==> src/design/pst_pkg.sv <==
// shared types and codes for the process state tracker
`timescale 1ns / 1ps
package pst_pkg;

  localparam int ID_W    = 4;
  localparam int ACT_W   = 3;
  localparam int DEV_W   = 2;
  localparam int STATE_W = 3;
  localparam int CNT_W   = 5;
  localparam int NUM_DEV = 3;

  localparam logic [ACT_W-1:0] ACT_LOAD      = 3'd0;
  localparam logic [ACT_W-1:0] ACT_REQUEST   = 3'd1;
  localparam logic [ACT_W-1:0] ACT_DISPATCH  = 3'd2;
  localparam logic [ACT_W-1:0] ACT_TIMEOUT   = 3'd3;
  localparam logic [ACT_W-1:0] ACT_SWAP_OUT  = 3'd4;
  localparam logic [ACT_W-1:0] ACT_SWAP_IN   = 3'd5;
  localparam logic [ACT_W-1:0] ACT_INTERRUPT = 3'd6;
  localparam logic [ACT_W-1:0] ACT_TERMINATE = 3'd7;

  localparam logic [DEV_W-1:0] DEV_DISK     = 2'd0;
  localparam logic [DEV_W-1:0] DEV_KEYBOARD = 2'd1;
  localparam logic [DEV_W-1:0] DEV_PRINTER  = 2'd2;

  localparam int QI_DISK     = 0;
  localparam int QI_KEYBOARD = 1;
  localparam int QI_PRINTER  = 2;

  localparam logic [STATE_W-1:0] ST_ABSENT       = 3'd0;
  localparam logic [STATE_W-1:0] ST_READY        = 3'd1;
  localparam logic [STATE_W-1:0] ST_RUNNING      = 3'd2;
  localparam logic [STATE_W-1:0] ST_BLOCKED      = 3'd3;
  localparam logic [STATE_W-1:0] ST_READY_SUSP   = 3'd4;
  localparam logic [STATE_W-1:0] ST_BLOCKED_SUSP = 3'd5;
  localparam logic [STATE_W-1:0] ST_TERMINATED   = 3'd6;

  typedef struct packed {
    logic [ACT_W-1:0]   action;
    logic [ID_W-1:0]    pid;
    logic [STATE_W-1:0] load_state;
    logic [NUM_DEV-1:0] dev_sel;
    logic               in_table;
    logic               is_intr;
  } cmd_t;

  typedef struct packed {
    logic push;
    logic probe;
    logic remove;
  } qctl_t;

endpackage

==> src/design/pst_if.sv <==
// request and result channel interfaces
`timescale 1ns / 1ps
interface pst_in_if;
  import pst_pkg::*;
  logic               valid;
  logic               ready;
  logic [ACT_W-1:0]   action;
  logic [ID_W-1:0]    process_id;
  logic [DEV_W-1:0]   device;
  logic [STATE_W-1:0] load_state;

  modport source (output valid, action, process_id, device, load_state, input ready);
  modport sink (input valid, action, process_id, device, load_state, output ready);
endinterface

interface pst_out_if;
  import pst_pkg::*;
  logic               valid;
  logic               ready;
  logic [ID_W-1:0]    event_process;
  logic [STATE_W-1:0] state_code;
  logic               known;
  logic [CNT_W-1:0]   disk_count;
  logic [CNT_W-1:0]   keyboard_count;
  logic [CNT_W-1:0]   printer_count;
  logic               queue_full;

  modport source (output valid, event_process, state_code, known, disk_count,
                  keyboard_count, printer_count, queue_full, input ready);
  modport sink (input valid, event_process, state_code, known, disk_count,
                keyboard_count, printer_count, queue_full, output ready);
endinterface

==> src/design/process_state_tracker.sv <==
// process state tracker top level
//
//   channel   dir  handshake          payload
//   in_req    in   valid/ready        action, process_id, device, load_state
//   out_res   out  valid/ready        event_process, state_code, known,
//                                     three queue counts, queue_full
//
// a request passes through the front's command queue before the back end takes it;
// interrupts take a match phase then a compact phase, all other actions take one
// the front holds two decoded requests, so input and result stall apart
// reset is synchronous; the state table clears in the reset cycle itself
// queue counts follow the fill registers, which move only when a result loads
`timescale 1ns / 1ps
module process_state_tracker #(
  parameter int MAX_PROCESSES = 16,
  parameter int QUEUE_DEPTH   = 16
) (
  input  logic      clk,
  input  logic      rst_n,
  pst_in_if.sink    in_req,
  pst_out_if.source out_res
);
  import pst_pkg::*;

  localparam int FW = $clog2(QUEUE_DEPTH + 1);

  cmd_t               cmd;
  logic               cmd_valid;
  logic               cmd_pop;
  qctl_t              qctl [NUM_DEV];
  logic [FW-1:0]      qfill [NUM_DEV];
  logic [NUM_DEV-1:0] qfull;

  pst_front #(
    .MAX_PROCESSES (MAX_PROCESSES)
  ) u_front (
    .clk       (clk),
    .rst_n     (rst_n),
    .in_req    (in_req),
    .cmd       (cmd),
    .cmd_valid (cmd_valid),
    .cmd_pop   (cmd_pop)
  );

  for (genvar k = 0; k < NUM_DEV; k++) begin : g_queue
    pst_wait_queue #(
      .DEPTH (QUEUE_DEPTH)
    ) u_queue (
      .clk   (clk),
      .rst_n (rst_n),
      .ctl   (qctl[k]),
      .id    (cmd.pid),
      .fill  (qfill[k]),
      .full  (qfull[k])
    );
  end

  pst_back #(
    .MAX_PROCESSES (MAX_PROCESSES),
    .QUEUE_DEPTH   (QUEUE_DEPTH)
  ) u_back (
    .clk       (clk),
    .rst_n     (rst_n),
    .cmd       (cmd),
    .cmd_valid (cmd_valid),
    .cmd_pop   (cmd_pop),
    .qctl      (qctl),
    .qfill     (qfill),
    .qfull     (qfull),
    .out_res   (out_res)
  );

endmodule

==> src/design/pst_front.sv <==
// request decode and two-entry command queue
`timescale 1ns / 1ps
module pst_front #(
  parameter int MAX_PROCESSES = 16
) (
  input  logic          clk,
  input  logic          rst_n,
  pst_in_if.sink        in_req,
  output pst_pkg::cmd_t cmd,
  output logic          cmd_valid,
  input  logic          cmd_pop
);
  import pst_pkg::*;

  cmd_t       cq_r [2];
  logic       wr_ptr_r, wr_ptr_nxt;
  logic       rd_ptr_r, rd_ptr_nxt;
  logic [1:0] cnt_r, cnt_nxt;
  cmd_t       dec;
  logic       push;
  logic       pop;

  always_comb begin
    dec.action     = in_req.action;
    dec.pid        = in_req.process_id;
    dec.load_state = in_req.load_state;
    dec.in_table   = {5'd0, in_req.process_id} < 9'(MAX_PROCESSES);
    dec.is_intr    = (in_req.action == ACT_INTERRUPT);
    case (in_req.device)
      DEV_DISK:     dec.dev_sel = 3'b001;
      DEV_KEYBOARD: dec.dev_sel = 3'b010;
      DEV_PRINTER:  dec.dev_sel = 3'b100;
      default:      dec.dev_sel = 3'b000;
    endcase
  end

  assign in_req.ready = (cnt_r != 2'd2);
  assign push         = in_req.valid && in_req.ready;
  assign pop          = cmd_pop && cmd_valid;
  assign cmd_valid    = (cnt_r != 2'd0);
  assign cmd          = cq_r[rd_ptr_r];

  always_comb begin
    wr_ptr_nxt = push ? ~wr_ptr_r : wr_ptr_r;
    rd_ptr_nxt = pop ? ~rd_ptr_r : rd_ptr_r;
    cnt_nxt    = cnt_r + {1'b0, push} - {1'b0, pop};
  end

  always_ff @(posedge clk) begin
    if (!rst_n) begin
      wr_ptr_r <= 1'b0;
      rd_ptr_r <= 1'b0;
      cnt_r    <= 2'd0;
    end else begin
      wr_ptr_r <= wr_ptr_nxt;
      rd_ptr_r <= rd_ptr_nxt;
      cnt_r    <= cnt_nxt;
    end
  end

  always_ff @(posedge clk) begin
    if (push) begin
      cq_r[wr_ptr_r] <= dec;
    end
  end

endmodule

==> src/design/pst_wait_queue.sv <==
// one device wait queue with match and one-step compaction
`timescale 1ns / 1ps
module pst_wait_queue #(
  parameter int DEPTH = 16
) (
  input  logic                       clk,
  input  logic                       rst_n,
  input  pst_pkg::qctl_t             ctl,
  input  logic [pst_pkg::ID_W-1:0]   id,
  output logic [$clog2(DEPTH+1)-1:0] fill,
  output logic                       full
);
  import pst_pkg::*;

  localparam int FW = $clog2(DEPTH + 1);
  localparam logic [DEPTH-1:0] ONES = '1;

  logic [ID_W-1:0]  ent_r [DEPTH];
  logic [DEPTH-1:0] match_r;
  logic [DEPTH-1:0] thermo;
  logic [DEPTH-1:0] occupied;
  logic [FW-1:0]    fill_r, fill_nxt;
  logic             found;

  assign fill  = fill_r;
  assign full  = (fill_r == FW'(DEPTH));
  assign found = |match_r;

  // entries at and after the first match move forward
  always_comb begin
    for (int i = 0; i < DEPTH; i++) begin
      thermo[i]   = |(match_r & (ONES >> (DEPTH - 1 - i)));
      occupied[i] = (FW'(i) < fill_r);
    end
  end

  always_comb begin
    fill_nxt = fill_r;
    if (ctl.push && !full) begin
      fill_nxt = fill_r + FW'(1);
    end else if (ctl.remove && found) begin
      fill_nxt = fill_r - FW'(1);
    end
  end

  always_ff @(posedge clk) begin
    if (!rst_n) begin
      fill_r <= '0;
    end else begin
      fill_r <= fill_nxt;
    end
  end

  always_ff @(posedge clk) begin
    if (ctl.probe) begin
      for (int i = 0; i < DEPTH; i++) begin
        match_r[i] <= occupied[i] && (ent_r[i] == id);
      end
    end
  end

  for (genvar g = 0; g < DEPTH; g++) begin : g_ent
    if (g < DEPTH - 1) begin : g_mid
      always_ff @(posedge clk) begin
        if (ctl.push && !full && fill_r == FW'(g)) begin
          ent_r[g] <= id;
        end else if (ctl.remove && thermo[g]) begin
          ent_r[g] <= ent_r[g+1];
        end
      end
    end else begin : g_last
      always_ff @(posedge clk) begin
        if (ctl.push && !full && fill_r == FW'(g)) begin
          ent_r[g] <= id;
        end
      end
    end
  end

  a_fill_bound: assert property (@(posedge clk) disable iff (!rst_n)
    fill_r <= FW'(DEPTH)) else $error("wait queue fill beyond depth");

  a_miss_keeps: assert property (@(posedge clk) disable iff (!rst_n)
    (ctl.remove && !found) |=> $stable(fill_r))
    else $error("remove without match changed fill");

  a_full_keeps: assert property (@(posedge clk) disable iff (!rst_n)
    (ctl.push && full) |=> $stable(fill_r))
    else $error("push into full queue changed fill");

endmodule

==> src/design/pst_back.sv <==
// state table, queue sequencing and result register
`timescale 1ns / 1ps
module pst_back #(
  parameter int MAX_PROCESSES = 16,
  parameter int QUEUE_DEPTH   = 16
) (
  input  logic                                     clk,
  input  logic                                     rst_n,
  input  pst_pkg::cmd_t                            cmd,
  input  logic                                     cmd_valid,
  output logic                                     cmd_pop,
  output pst_pkg::qctl_t                           qctl [pst_pkg::NUM_DEV],
  input  logic [$clog2(QUEUE_DEPTH+1)-1:0]         qfill [pst_pkg::NUM_DEV],
  input  logic [pst_pkg::NUM_DEV-1:0]              qfull,
  pst_out_if.source                                out_res
);
  import pst_pkg::*;

  localparam int FW      = $clog2(QUEUE_DEPTH + 1);
  localparam int TABLE_N = (MAX_PROCESSES < (1 << ID_W)) ? MAX_PROCESSES : (1 << ID_W);
  localparam int TW      = $clog2(TABLE_N);

  localparam logic BK_RUN   = 1'b0;
  localparam logic BK_MATCH = 1'b1;

  logic [STATE_W-1:0] tbl_r [TABLE_N];
  logic               st_r, st_nxt;
  logic               out_valid_r, out_valid_nxt;
  logic [ID_W-1:0]    res_pid_r;
  logic [STATE_W-1:0] res_state_r;
  logic               res_full_r;
  logic               slot_free;
  logic               exec;
  logic               probe;
  logic [TW-1:0]      idx;
  logic [STATE_W-1:0] cur;
  logic [STATE_W-1:0] nxt;
  logic [STATE_W-1:0] nxt_rep;
  logic               loaded;
  logic               is_req;
  logic [FW+CNT_W-1:0] fill_ext [NUM_DEV];

  assign slot_free = !out_valid_r || out_res.ready;
  assign probe     = cmd_valid && slot_free && cmd.is_intr && (st_r == BK_RUN);
  assign exec      = cmd_valid && slot_free && (!cmd.is_intr || st_r == BK_MATCH);
  assign cmd_pop   = exec;
  assign is_req    = (cmd.action == ACT_REQUEST);

  assign idx    = cmd.pid[TW-1:0];
  assign cur    = cmd.in_table ? tbl_r[idx] : ST_ABSENT;
  assign loaded = (cur != ST_ABSENT);

  always_comb begin
    nxt = cur;
    case (cmd.action)
      ACT_LOAD: nxt = cmd.load_state;
      ACT_REQUEST: begin
        if (loaded) nxt = ST_BLOCKED;
      end
      ACT_DISPATCH: begin
        if (loaded) nxt = ST_RUNNING;
      end
      ACT_TIMEOUT: begin
        if (loaded) nxt = ST_READY;
      end
      ACT_SWAP_OUT: begin
        if (cur == ST_READY) nxt = ST_READY_SUSP;
        else if (cur == ST_BLOCKED) nxt = ST_BLOCKED_SUSP;
      end
      ACT_SWAP_IN: begin
        if (cur == ST_READY_SUSP) nxt = ST_READY;
        else if (cur == ST_BLOCKED_SUSP) nxt = ST_BLOCKED;
      end
      ACT_INTERRUPT: begin
        if (cur == ST_BLOCKED_SUSP) nxt = ST_READY_SUSP;
        else if (cur == ST_BLOCKED) nxt = ST_READY;
      end
      ACT_TERMINATE: begin
        if (loaded) nxt = ST_TERMINATED;
      end
      default: nxt = cur;
    endcase
    nxt_rep = cmd.in_table ? nxt : ST_ABSENT;
  end

  always_comb begin
    for (int k = 0; k < NUM_DEV; k++) begin
      qctl[k].push   = exec && is_req && cmd.dev_sel[k];
      qctl[k].probe  = probe;
      qctl[k].remove = exec && cmd.is_intr;
      fill_ext[k]    = {{CNT_W{1'b0}}, qfill[k]};
    end
  end

  always_comb begin
    st_nxt = st_r;
    case (st_r)
      BK_RUN:   if (probe) st_nxt = BK_MATCH;
      BK_MATCH: if (exec) st_nxt = BK_RUN;
      default:  st_nxt = BK_RUN;
    endcase
    if (exec) out_valid_nxt = 1'b1;
    else if (out_res.ready) out_valid_nxt = 1'b0;
    else out_valid_nxt = out_valid_r;
  end

  always_ff @(posedge clk) begin
    if (!rst_n) begin
      st_r        <= BK_RUN;
      out_valid_r <= 1'b0;
      for (int i = 0; i < TABLE_N; i++) begin
        tbl_r[i] <= ST_ABSENT;
      end
    end else begin
      st_r        <= st_nxt;
      out_valid_r <= out_valid_nxt;
      if (exec && cmd.in_table) begin
        tbl_r[idx] <= nxt;
      end
    end
  end

  always_ff @(posedge clk) begin
    if (exec) begin
      res_pid_r   <= cmd.pid;
      res_state_r <= nxt_rep;
      res_full_r  <= is_req && |(cmd.dev_sel & qfull);
    end
  end

  // fills only move on the edge that loads a new result
  assign out_res.valid          = out_valid_r;
  assign out_res.event_process  = res_pid_r;
  assign out_res.state_code     = res_state_r;
  assign out_res.known          = (res_state_r != ST_ABSENT);
  assign out_res.queue_full     = res_full_r;
  assign out_res.disk_count     = fill_ext[QI_DISK][CNT_W-1:0];
  assign out_res.keyboard_count = fill_ext[QI_KEYBOARD][CNT_W-1:0];
  assign out_res.printer_count  = fill_ext[QI_PRINTER][CNT_W-1:0];

  a_match_has_cmd: assert property (@(posedge clk) disable iff (!rst_n)
    (st_r == BK_MATCH) |-> cmd_valid) else $error("match phase without command");

  a_intr_two_step: assert property (@(posedge clk) disable iff (!rst_n)
    (exec && cmd.is_intr) |-> (st_r == BK_MATCH))
    else $error("interrupt executed without probe");

endmodule

==> src/flat_wrapper.sv <==
// flat-port wrapper written by rule: the top's interface ports become plain ports
module process_state_tracker_flat import pst_pkg::*;
#(
  parameter int MAX_PROCESSES = 16,
  parameter int QUEUE_DEPTH   = 16
)
  (clk, rst_n, in_req_valid, in_req_action, in_req_process_id, in_req_device, in_req_load_state, in_req_ready, out_res_valid, out_res_event_process, out_res_state_code, out_res_known, out_res_disk_count, out_res_keyboard_count, out_res_printer_count, out_res_queue_full, out_res_ready);
  pst_in_if in_req_i ();
  pst_out_if out_res_i ();
  input  logic clk;
  input  logic rst_n;
  input wire logic [$bits(in_req_i.valid)-1:0] in_req_valid;
  input wire logic [$bits(in_req_i.action)-1:0] in_req_action;
  input wire logic [$bits(in_req_i.process_id)-1:0] in_req_process_id;
  input wire logic [$bits(in_req_i.device)-1:0] in_req_device;
  input wire logic [$bits(in_req_i.load_state)-1:0] in_req_load_state;
  output wire logic [$bits(in_req_i.ready)-1:0] in_req_ready;
  output wire logic [$bits(out_res_i.valid)-1:0] out_res_valid;
  output wire logic [$bits(out_res_i.event_process)-1:0] out_res_event_process;
  output wire logic [$bits(out_res_i.state_code)-1:0] out_res_state_code;
  output wire logic [$bits(out_res_i.known)-1:0] out_res_known;
  output wire logic [$bits(out_res_i.disk_count)-1:0] out_res_disk_count;
  output wire logic [$bits(out_res_i.keyboard_count)-1:0] out_res_keyboard_count;
  output wire logic [$bits(out_res_i.printer_count)-1:0] out_res_printer_count;
  output wire logic [$bits(out_res_i.queue_full)-1:0] out_res_queue_full;
  input wire logic [$bits(out_res_i.ready)-1:0] out_res_ready;
  assign in_req_i.valid = in_req_valid;
  assign in_req_i.action = in_req_action;
  assign in_req_i.process_id = in_req_process_id;
  assign in_req_i.device = in_req_device;
  assign in_req_i.load_state = in_req_load_state;
  assign in_req_ready = in_req_i.ready;
  assign out_res_valid = out_res_i.valid;
  assign out_res_event_process = out_res_i.event_process;
  assign out_res_state_code = out_res_i.state_code;
  assign out_res_known = out_res_i.known;
  assign out_res_disk_count = out_res_i.disk_count;
  assign out_res_keyboard_count = out_res_i.keyboard_count;
  assign out_res_printer_count = out_res_i.printer_count;
  assign out_res_queue_full = out_res_i.queue_full;
  assign out_res_i.ready = out_res_ready;
  process_state_tracker #(.MAX_PROCESSES(MAX_PROCESSES), .QUEUE_DEPTH(QUEUE_DEPTH)) u_core (.clk(clk), .rst_n(rst_n), .in_req(in_req_i), .out_res(out_res_i));
endmodule
==> config.mk <==
export PLATFORM = sky130hd
export DESIGN_NAME = process_state_tracker_flat
export DESIGN_NICKNAME = d
export VERILOG_FILES = /design/src/design/pst_pkg.sv /design/src/design/pst_if.sv /design/src/design/process_state_tracker.sv /design/src/design/pst_front.sv /design/src/design/pst_wait_queue.sv /design/src/design/pst_back.sv /design/src/flat_wrapper.sv
export SDC_FILE = /design/constraint.sdc
export NUM_CORES = 1
export LEC_CHECK = 0
export ABC_AREA = 1
export ABC_CLOCK_PERIOD_IN_PS = 3300
export BUFFER_PORTS_ARGS = -buffer_cell sky130_fd_sc_hd__buf_2
export CAP_MARGIN = 20
export CORE_UTILIZATION = 49
export DETAILED_ROUTE_END_ITERATION = 7
export GPL_ROUTABILITY_DRIVEN = 0
export PLACE_DENSITY = 0.67
export SYNTH_ARGS = -nofsm -noshare
export SYNTH_HDL_FRONTEND = slang
export SYNTH_SLANG_ARGS = --single-unit
==> constraint.sdc <==
create_clock -name clk -period 3.3 [get_ports clk]
set_input_delay 0.33 -clock clk [delete_from_list [all_inputs] [get_ports clk]]
set_output_delay 0.33 -clock clk [all_outputs]
set_load 0.1 [all_outputs]
==> impl_results.rst, run 1 <==
.. list-table::
   :header-rows: 1

   * - Metric
     - Value
   * - Outcome
     - completed
   * - Crit Path Max Fanout
     - 13
   * - Yosys top cell area share
     - 50.1%
   * - Worst setup slack before clock tree synthesis
     - between 0.4 and 0.5 ns
   * - Series of cell instances along the critical path
     - buf_4, nand2_1, nand2_4, inv_2, nor2_4, nand2_2, nor2_8, nand3_4, inv_2, nand3_1, o21ai_0
   * - Final global-route overflow total
     - 0
   * - Synthesized cell area
     - slightly below 20,000 sq um
   * - Chip width
     - a little over 200 um
   * - Pwr Total
     - between 20 and 25 mW
   * - Most used cell, CP
     - inv_2
   * - Clock tree skew after final layout
     - about 0.020 ns
   * - First drt pass iteration count
     - 6
   * - Core Box Area
     - 38,900 sq um
   * - Count of endpoints failing hold in the final timing report
     - 0
   * - Relative slew margins
     - between 30 and 40%
   * - Reported leakage power
     - about 8.9 nW
   * - Filler cell count
     - between 3,000 and 4,000
   * - Hold/Removal Path Class
     - in -> reg
   * - Post CTS Setup Buffer Count
     - 0
   * - Cell count after synthesis
     - between 2,000 and 2,500
   * - Required time at the worst-slack endpoint
     - 3.49 ns
   * - Area enclosed by the die boundary
     - approximately 40,000 sq um
   * - Final setup viols
     - 0
   * - Worst-Skew Late Latency
     - approximately 0.56 ns
   * - Max-capacitance violation count
     - 0
   * - Uppermost routed layer
     - met4
   * - Synth warnings
     - 0
   * - Util after Layout
     - roughly 55%
   * - Detail-routed net length per standard cell
     - roughly 17 um
   * - Hold slack
     - approximately 0.042 ns
   * - Area leader, netlist
     - edfxtp_1
   * - Pin count of the biggest net entering global routing
     - 70
   * - Cell Pwr Density
     - slightly below 1000 nW/um^2
   * - Number of vias per cell
     - about 5.4
   * - Number of nets still failing antenna checks after routing
     - 0
   * - Cell type of the slowest stage on the worst timing path
     - dfxtp_1
   * - Final antenna diode count
     - 0
   * - Max-slew violation count
     - 0
   * - Async set-or-reset flop fraction in the synthesized netlist
     - 0%
   * - CP bufs+invs
     - 3
   * - First-pass GRT wire length
     - between 70,000 and 80,000 um
   * - Clock buffer count from CTS
     - 38
   * - Sink Count
     - about 350
   * - Placed inst area
     - ~20,000 sq um
   * - Met2 wire len
     - 21,900 um
   * - Wire length on met1
     - 19,800 um
   * - Inst Count DP
     - roughly 2,600
   * - Area growth from synthesis to final layout
     - 10.3%
   * - Endpoint class of the critical path
     - flip-flop
   * - Setup slack after layout
     - approximately 0.40 ns
   * - Largest stage delay on the critical path
     - slightly above 0.6 ns
   * - Worst endpoint data arrival time
     - between 3 and 4 ns
   * - Share of layout cells above drive strength 1
     - 12.2%
   * - Top cells by area in the synthesized netlist
     - edfxtp_1 (50%), nand2_1 (9.8%), inv_1 (4.8%), xor2_1 (4.1%), nor2_1 (4.0%)
   * - Post-cts resize count
     - 0
   * - TritonCTS clock tree
     - done
   * - Vias in the first global route
     - 14,013
   * - Main flop type after synthesis
     - edfxtp_1
   * - Least-Margin Pin Slew
     - between 0.9 and 1 ns
   * - Syn Nets
     - 2,169
   * - Remaining DRCs
     - 0
   * - Fin crit share
     - 88.0%
   * - Io pins
     - 42
   * - Final std cell area, no fill
     - around 21,000 sq um
   * - Maximum clock frequency
     - ~340 MHz
   * - Total GRT Usage
     - between 20% and 30%
   * - Routed WL
     - around 46,000 um
   * - Total vias in the final route
     - ~15,000
   * - Clock slew at the register clock pins of the worst setup and hold paths
     - 0.06 ns
   * - Largest delay share family, worst path
     - simple AND/OR/NAND/NOR gates
   * - Fin cells
     - 2,717
   * - VDD IR-drop max
     - ~0.00073 V
   * - Final #Nets
     - around 2,200
   * - Most instantiated library cell after synthesis
     - nand2_1
   * - HPWL after detailed placement
     - ~31,000 um
   * - Number of buffers added on ports
     - between 40 and 50
   * - Distinct cell type count of the synthesized netlist
     - 56
   * - Overall die height
     - slightly above 200 um
   * - Crit start category
     - flip-flop
   * - Unrepaired setup endpoints after global routing
     - false
   * - CTS H-tree depth
     - 2
   * - Initial antenna violation count
     - 0
   * - Crit Path Category
     - reg -> reg
   * - Commonest cells in the synthesized netlist
     - nand2_1 (507), edfxtp_1 (324), inv_1 (250), nor2_1 (206), o21ai_0 (120)
   * - Buffers from clock root to sink, at most
     - 3
   * - Starting density of the core
     - between 40% and 50%
   * - Cell Rows
     - just over 70
   * - Clock tree root driver cell
     - clkbuf_16
   * - Number of flops mapped to enable cells by yosys
     - about 320
   * - Shortest period the worst path allows
     - ~2.9 ns
   * - Mean post-synth cell area
     - just over 9 sq um
   * - Met3 layer wire length in the routed design
     - 3050 um
   * - Number of DRC markers in iteration 0
     - 1,304
   * - Share of synthesized area occupied by flip-flops and latches
     - around 52%
   * - Total of flip-flops plus latches after synthesis
     - ~350
   * - Total Neg Setup Slack
     - 0 ns
report_power, final:
| group | total, mW | internal [mW] | leakage [nW] | switching (mW) |
|---|---|---|---|---|
| logic | 9.26 | 2.53 | 5.06 | 6.73 |
| clock network | 4.23 | 2.49 | 0.600 | 1.74 |
| registers | 7.22 | 6.59 | 3.23 | 0.633 |
flip-flops by register name, indices dropped and copies added, names as in the netlist, named ones only:
signal / flops
u_core.u_back.out_res.queue_full: 1
u_core.u_back.out_res.valid: 1
u_core.g_queue.u_queue.ent_r: 192
u_core.u_front.rd_ptr_r: 1
u_core.u_back.st_r: 1
u_core.g_queue.u_queue.match_r: 48
u_core.u_front.wr_ptr_r: 1
u_core.u_back.tbl_r: 48
u_core.u_back.out_res.event_process: 4
u_core.u_front.cnt_r: 2
u_core.g_queue.u_queue.fill: 15
u_core.u_back.out_res.state_code: 3
u_core.u_front.cq_r: 28
per-layer routing:
| metal | vias to the layer above | GRT usage, % |
|---|---|---|
| met5 | - | 0 |
| met4 | 0 | 8.53 |
| met3 | 88 | 4.02 |
| met2 | 423 | 38.1 |
| met1 | 6915 | 29.8 |
| li1 | 7254 | - |
worst min-delay path, delay by kind of cell:
kind | cells | cell delay (ns)
AO/OA/AOI/OAI | 1 | 0.06
AND/OR/NAND/NOR | 1 | 0.03
buffers and inverters | 2 | 0.13
area by class of cell:
class | instances | area (sq um) | share of cell area (%)
Sequential cell | 346 | 10200 | 47.5
Timing Repair Buffer | 84 | 616 | 2.87
Inverter | 270 | 1020 | 4.77
Clock buffer | 48 | 1050 | 4.91
Tap cell | 518 | 648 | 3.02
Multi-Input combinational cell | 1430 | 7750 | 36.2
Clock inverter | 21 | 171 | 0.800
cell usage in the layout, fill, tap and decap left out, types with 4 or more instances in the layout:
master / count
nand2_1: 506
edfxtp_1: 324
inv_1: 250
nor2_1: 205
o21ai_0: 120
a21oi_1: 111
xor2_1: 91
o21ai_1: 50
clkbuf_16: 41
buf_2: 41
nand3_1: 37
nand3_2: 32
nand2_2: 29
buf_4: 28
nand4_1: 23
o2111ai_1: 23
dfxtp_1: 21
nand2_4: 20
a2111oi_0: 20
nor4_1: 19
nor3_1: 17
clkinv_1: 17
o22ai_1: 17
ha_1: 17
inv_2: 12
nor2_2: 11
dlygate4sd3_1: 10
nand3b_1: 9
o221ai_1: 8
xnor2_1: 8
nand4_4: 7
clkbuf_1: 7
a211oi_1: 6
or2_2: 5
a21oi_2: 5
clkinv_2: 5
buf_12: 5
nor2_4: 4
nand3_4: 4
timing repair:
| action | in CTS | in global routing |
|---|---|---|
| endpoints found under the hold margin | 20 | 0 |
| hold buffers | 10 | 0 |
| endpoints found under the setup margin | 0 | 0 |
cells by family after synthesis:
logic type,synth area share (%)
and+or+nand+nor,22.8
buffers and inverters,7.85
adders and majority gates,1.09
AOI/OAI and AO/OA,11.4
DFF,52.3
xor gates and xnor gates,4.46
worst paths after layout:
check	start	endpoint	slack [ns]	cells after the start
max reg2reg	flip-flop	u_core.g_queue[2].u_queue.ent_r[0][13]	0.40	11
min	out_res_ready	u_core.u_back.out_res.valid	0.04	4
max	flip-flop	u_core.g_queue[2].u_queue.ent_r[0][13]	0.40	11
min reg2reg	u_core.u_front.rd_ptr_r	u_core.u_front.rd_ptr_r	0.46	1
No activity file was read; power rests on OpenSTA's default activity.
==> inputs of run 2 (changes only) <==
--- a/config.mk
+++ b/config.mk
@@ -12,6 +12,7 @@
 export CORE_UTILIZATION = 49
 export DETAILED_ROUTE_END_ITERATION = 7
 export GPL_ROUTABILITY_DRIVEN = 0
+export GPL_TIMING_DRIVEN = 0
 export PLACE_DENSITY = 0.67
 export SYNTH_ARGS = -nofsm -noshare
 export SYNTH_HDL_FRONTEND = slang
==> impl_results.rst, run 2 (synthesis results as in run 1) <==
.. list-table::
   :header-rows: 1

   * - Metric
     - Value
   * - Outcome
     - complete, but fails checks
   * - Failing checks
     - negative setup slack
   * - Clock tree root driver cell
     - clkbuf_16
   * - HPWL after detailed placement
     - roughly 42,000 um
   * - Most used cell, CP
     - buf_6
   * - Unrepaired setup endpoints after global routing
     - false
   * - Max-capacitance violation count
     - 0
   * - Remaining DRCs
     - 0
   * - Leading cell types in the layout, fill and taps excluded
     - nand2_1 (507), edfxtp_1 (324), inv_1 (250)
   * - Number of DRC markers in iteration 0
     - 2,086
   * - Met3 GRT Util
     - approximately 7.4%
   * - Final setup viols
     - 1
   * - Shortest period the worst path allows
     - approximately 3.4 ns
   * - Met1 Resource Use GR
     - 39.2%
   * - Max-slew violation count
     - 0
   * - Top Registers
     - u_core.g_queue.u_queue.ent_r (192), u_core.g_queue.u_queue.match_r (48), u_core.u_back.tbl_r (48)
   * - Fin crit share
     - 102%
   * - Most common library cell in the layout ignoring fill and taps
     - nand2_1
   * - Cell type of the slowest stage on the worst timing path
     - buf_1
   * - Crit Path Max Fanout
     - 13
   * - Endpoint class of the critical path
     - flip-flop
   * - Final #Nets
     - between 2,000 and 2,500
   * - Share of layout cells above drive strength 1
     - between 10% and 20%
   * - Largest delay share family, worst path
     - buffers and inverters
   * - Inst Count DP
     - around 2,700
   * - Number of vias per cell
     - 5.86
   * - Area growth from synthesis to final layout
     - 12.0%
   * - Cell Pwr Density
     - a little over 1000 nW/um^2
   * - Most utilized layer in the global route result
     - met2
   * - Hold/Removal Path Class
     - in -> reg
   * - VDD IR-drop max
     - about 0.00075 V
   * - Cell Rows
     - 72
   * - Reported leakage power
     - ~9 nW
   * - Pwr Total
     - 22.4 mW
   * - Setup slack after layout
     - -0.0516 ns
   * - Post CTS Setup Buffer Count
     - 0
   * - TritonCTS clock tree
     - done
   * - Hold slack
     - roughly 0.032 ns
   * - Largest stage delay on the critical path
     - ~0.97 ns
   * - Sink Count
     - ~350
   * - Area enclosed by the die boundary
     - 40,500 sq um
   * - Clock tree skew after final layout
     - 0.0215 ns
   * - Final antenna diode count
     - 0
   * - Fin cells
     - about 2,800
   * - Routed WL
     - about 62,000 um
   * - Least-Margin Pin Slew
     - 1.25 ns
   * - Crit Path Category
     - reg -> reg
   * - Total GRT Usage
     - between 30% and 40%
   * - Flip-flop count of the largest register after layout
     - between 150 and 200
   * - Initial antenna violation count
     - 0
   * - Io pins
     - between 40 and 50
   * - CTS H-tree depth
     - 2
   * - Required time at the worst-slack endpoint
     - around 3.7 ns
   * - Number of nets still failing antenna checks after routing
     - 0
   * - Register ranked first by flip-flop count
     - u_core.g_queue.u_queue.ent_r
   * - CP bufs+invs
     - 6
   * - Total vias in the final route
     - 16,321
   * - Number of buffers added on ports
     - between 40 and 50
   * - Chip width
     - between 200 and 250 um
   * - Count of endpoints failing hold in the final timing report
     - 0
   * - Clock buffer count from CTS
     - 39
   * - Maximum clock frequency
     - ~300 MHz
   * - Final global-route overflow total
     - 0
   * - Worst endpoint data arrival time
     - 3.73 ns
   * - Pin count of the biggest net entering global routing
     - 20
   * - First-pass GRT wire length
     - a little over 90,000 um
   * - Met2 layer usage reported by global route
     - about half
   * - Vias in the first global route
     - roughly 16,000
   * - Buffers from clock root to sink, at most
     - 3
   * - Worst-Skew Late Latency
     - approximately 0.57 ns
   * - Detail-routed net length per standard cell
     - 22.3 um
   * - Clock slew at the register clock pins of the worst setup and hold paths
     - 0.07 ns
   * - Core Box Area
     - approximately 39,000 sq um
   * - Series of cell instances along the critical path
     - buf_6, inv_6, buf_8, nand2_4, nand2_2, buf_6, clkbuf_1, buf_1, nand2_1, o21ai_0
   * - Relative slew margins
     - roughly 16%
   * - Crit start category
     - flip-flop
   * - Starting density of the core
     - about 50%
   * - Overall die height
     - roughly 200 um
   * - First drt pass iteration count
     - 6
run 2: cell count changes in the layout (fill, tap and decap cells not counted), moves of 3 or more:
cell | previous run | this run
buf_1 | 0 | 15
buf_2 | 41 | 57
buf_4 | 28 | 7
buf_6 | 0 | 11
buf_8 | 0 | 4
clkbuf_1 | 7 | 48
clkbuf_2 | 0 | 3
clkinv_1 | 17 | 13
clkinvlp_4 | 0 | 3
run 2: power by group:
group          total [mW]  internal (mW)  switching, mW  leakage [nW]
Sequential           7.17           6.59          0.583          3.23
Combinational        10.9           2.77           8.17          5.19
Clock                4.29           2.47           1.82         0.586
Total                22.4           11.8           10.6          9.01
run 2: worst register-to-register path: stages, from the launching register on:
cell	delay, ns
dfxtp_1	0.30
buf_6	0.14
inv_6	0.09
buf_8	0.15
nand2_4	0.05
nand2_2	0.08
buf_6	0.25
clkbuf_1	0.80
buf_1	0.97
nand2_1	0.16
o21ai_0	0.16
run 2: worst paths after layout:
path,from,to,slack (ns),cells after the start
max,flip-flop,u_core.g_queue[0].u_queue.ent_r[1][2],-0.05,10
min,out_res_ready,u_core.u_back.out_res.valid,0.03,4
max reg2reg,flip-flop,u_core.g_queue[0].u_queue.ent_r[1][2],-0.05,10
min reg2reg,u_core.u_front.rd_ptr_r,u_core.u_front.rd_ptr_r,0.45,1
run 2: final cells by class:
cell class	count	area (sq um)
clock inverter	16	128
sequential	346	10200
tap	518	648
multi-input combinational	1430	7740
timing repair buffer	60	444
clock buffer	54	1090
inverter	270	1020
buffer	89	503
fill	3458	17200
run 2: layer usage:
| metal | vias to the layer above | share of wire, % |
|---|---|---|
| met3 | 224 | 11 |
| met1 | 7740 | 38 |
| met2 | 968 | 45 |
| met5 | - | 0 |
| li1 | 7389 | - |
| met4 | 0 | 5.5 |
run 2: what timing repair did:
action,4_1_cts,5_1_grt
gates resized for setup,3,0
hold buffers,10,0
hold endpoints to repair,20,0
endpoints found under the setup margin,27,10
pin swaps,0,0
run 2: metrics by stage:
stage          setup WS (ns)  cell area (sq um)  setup TNS (ns)  utilization, %
5_1_grt               0.0358              21800               0            55.9
3_5_place_dp          -0.125              20400           -1.36            52.4
4_1_cts               0.0191              21700               0            55.8
3_3_place_gp          -0.566              20300          -27.54            52.1
2_1_floorplan        0.00352              19400               0               -
6_report             -0.0516              21800         -0.0516            55.9
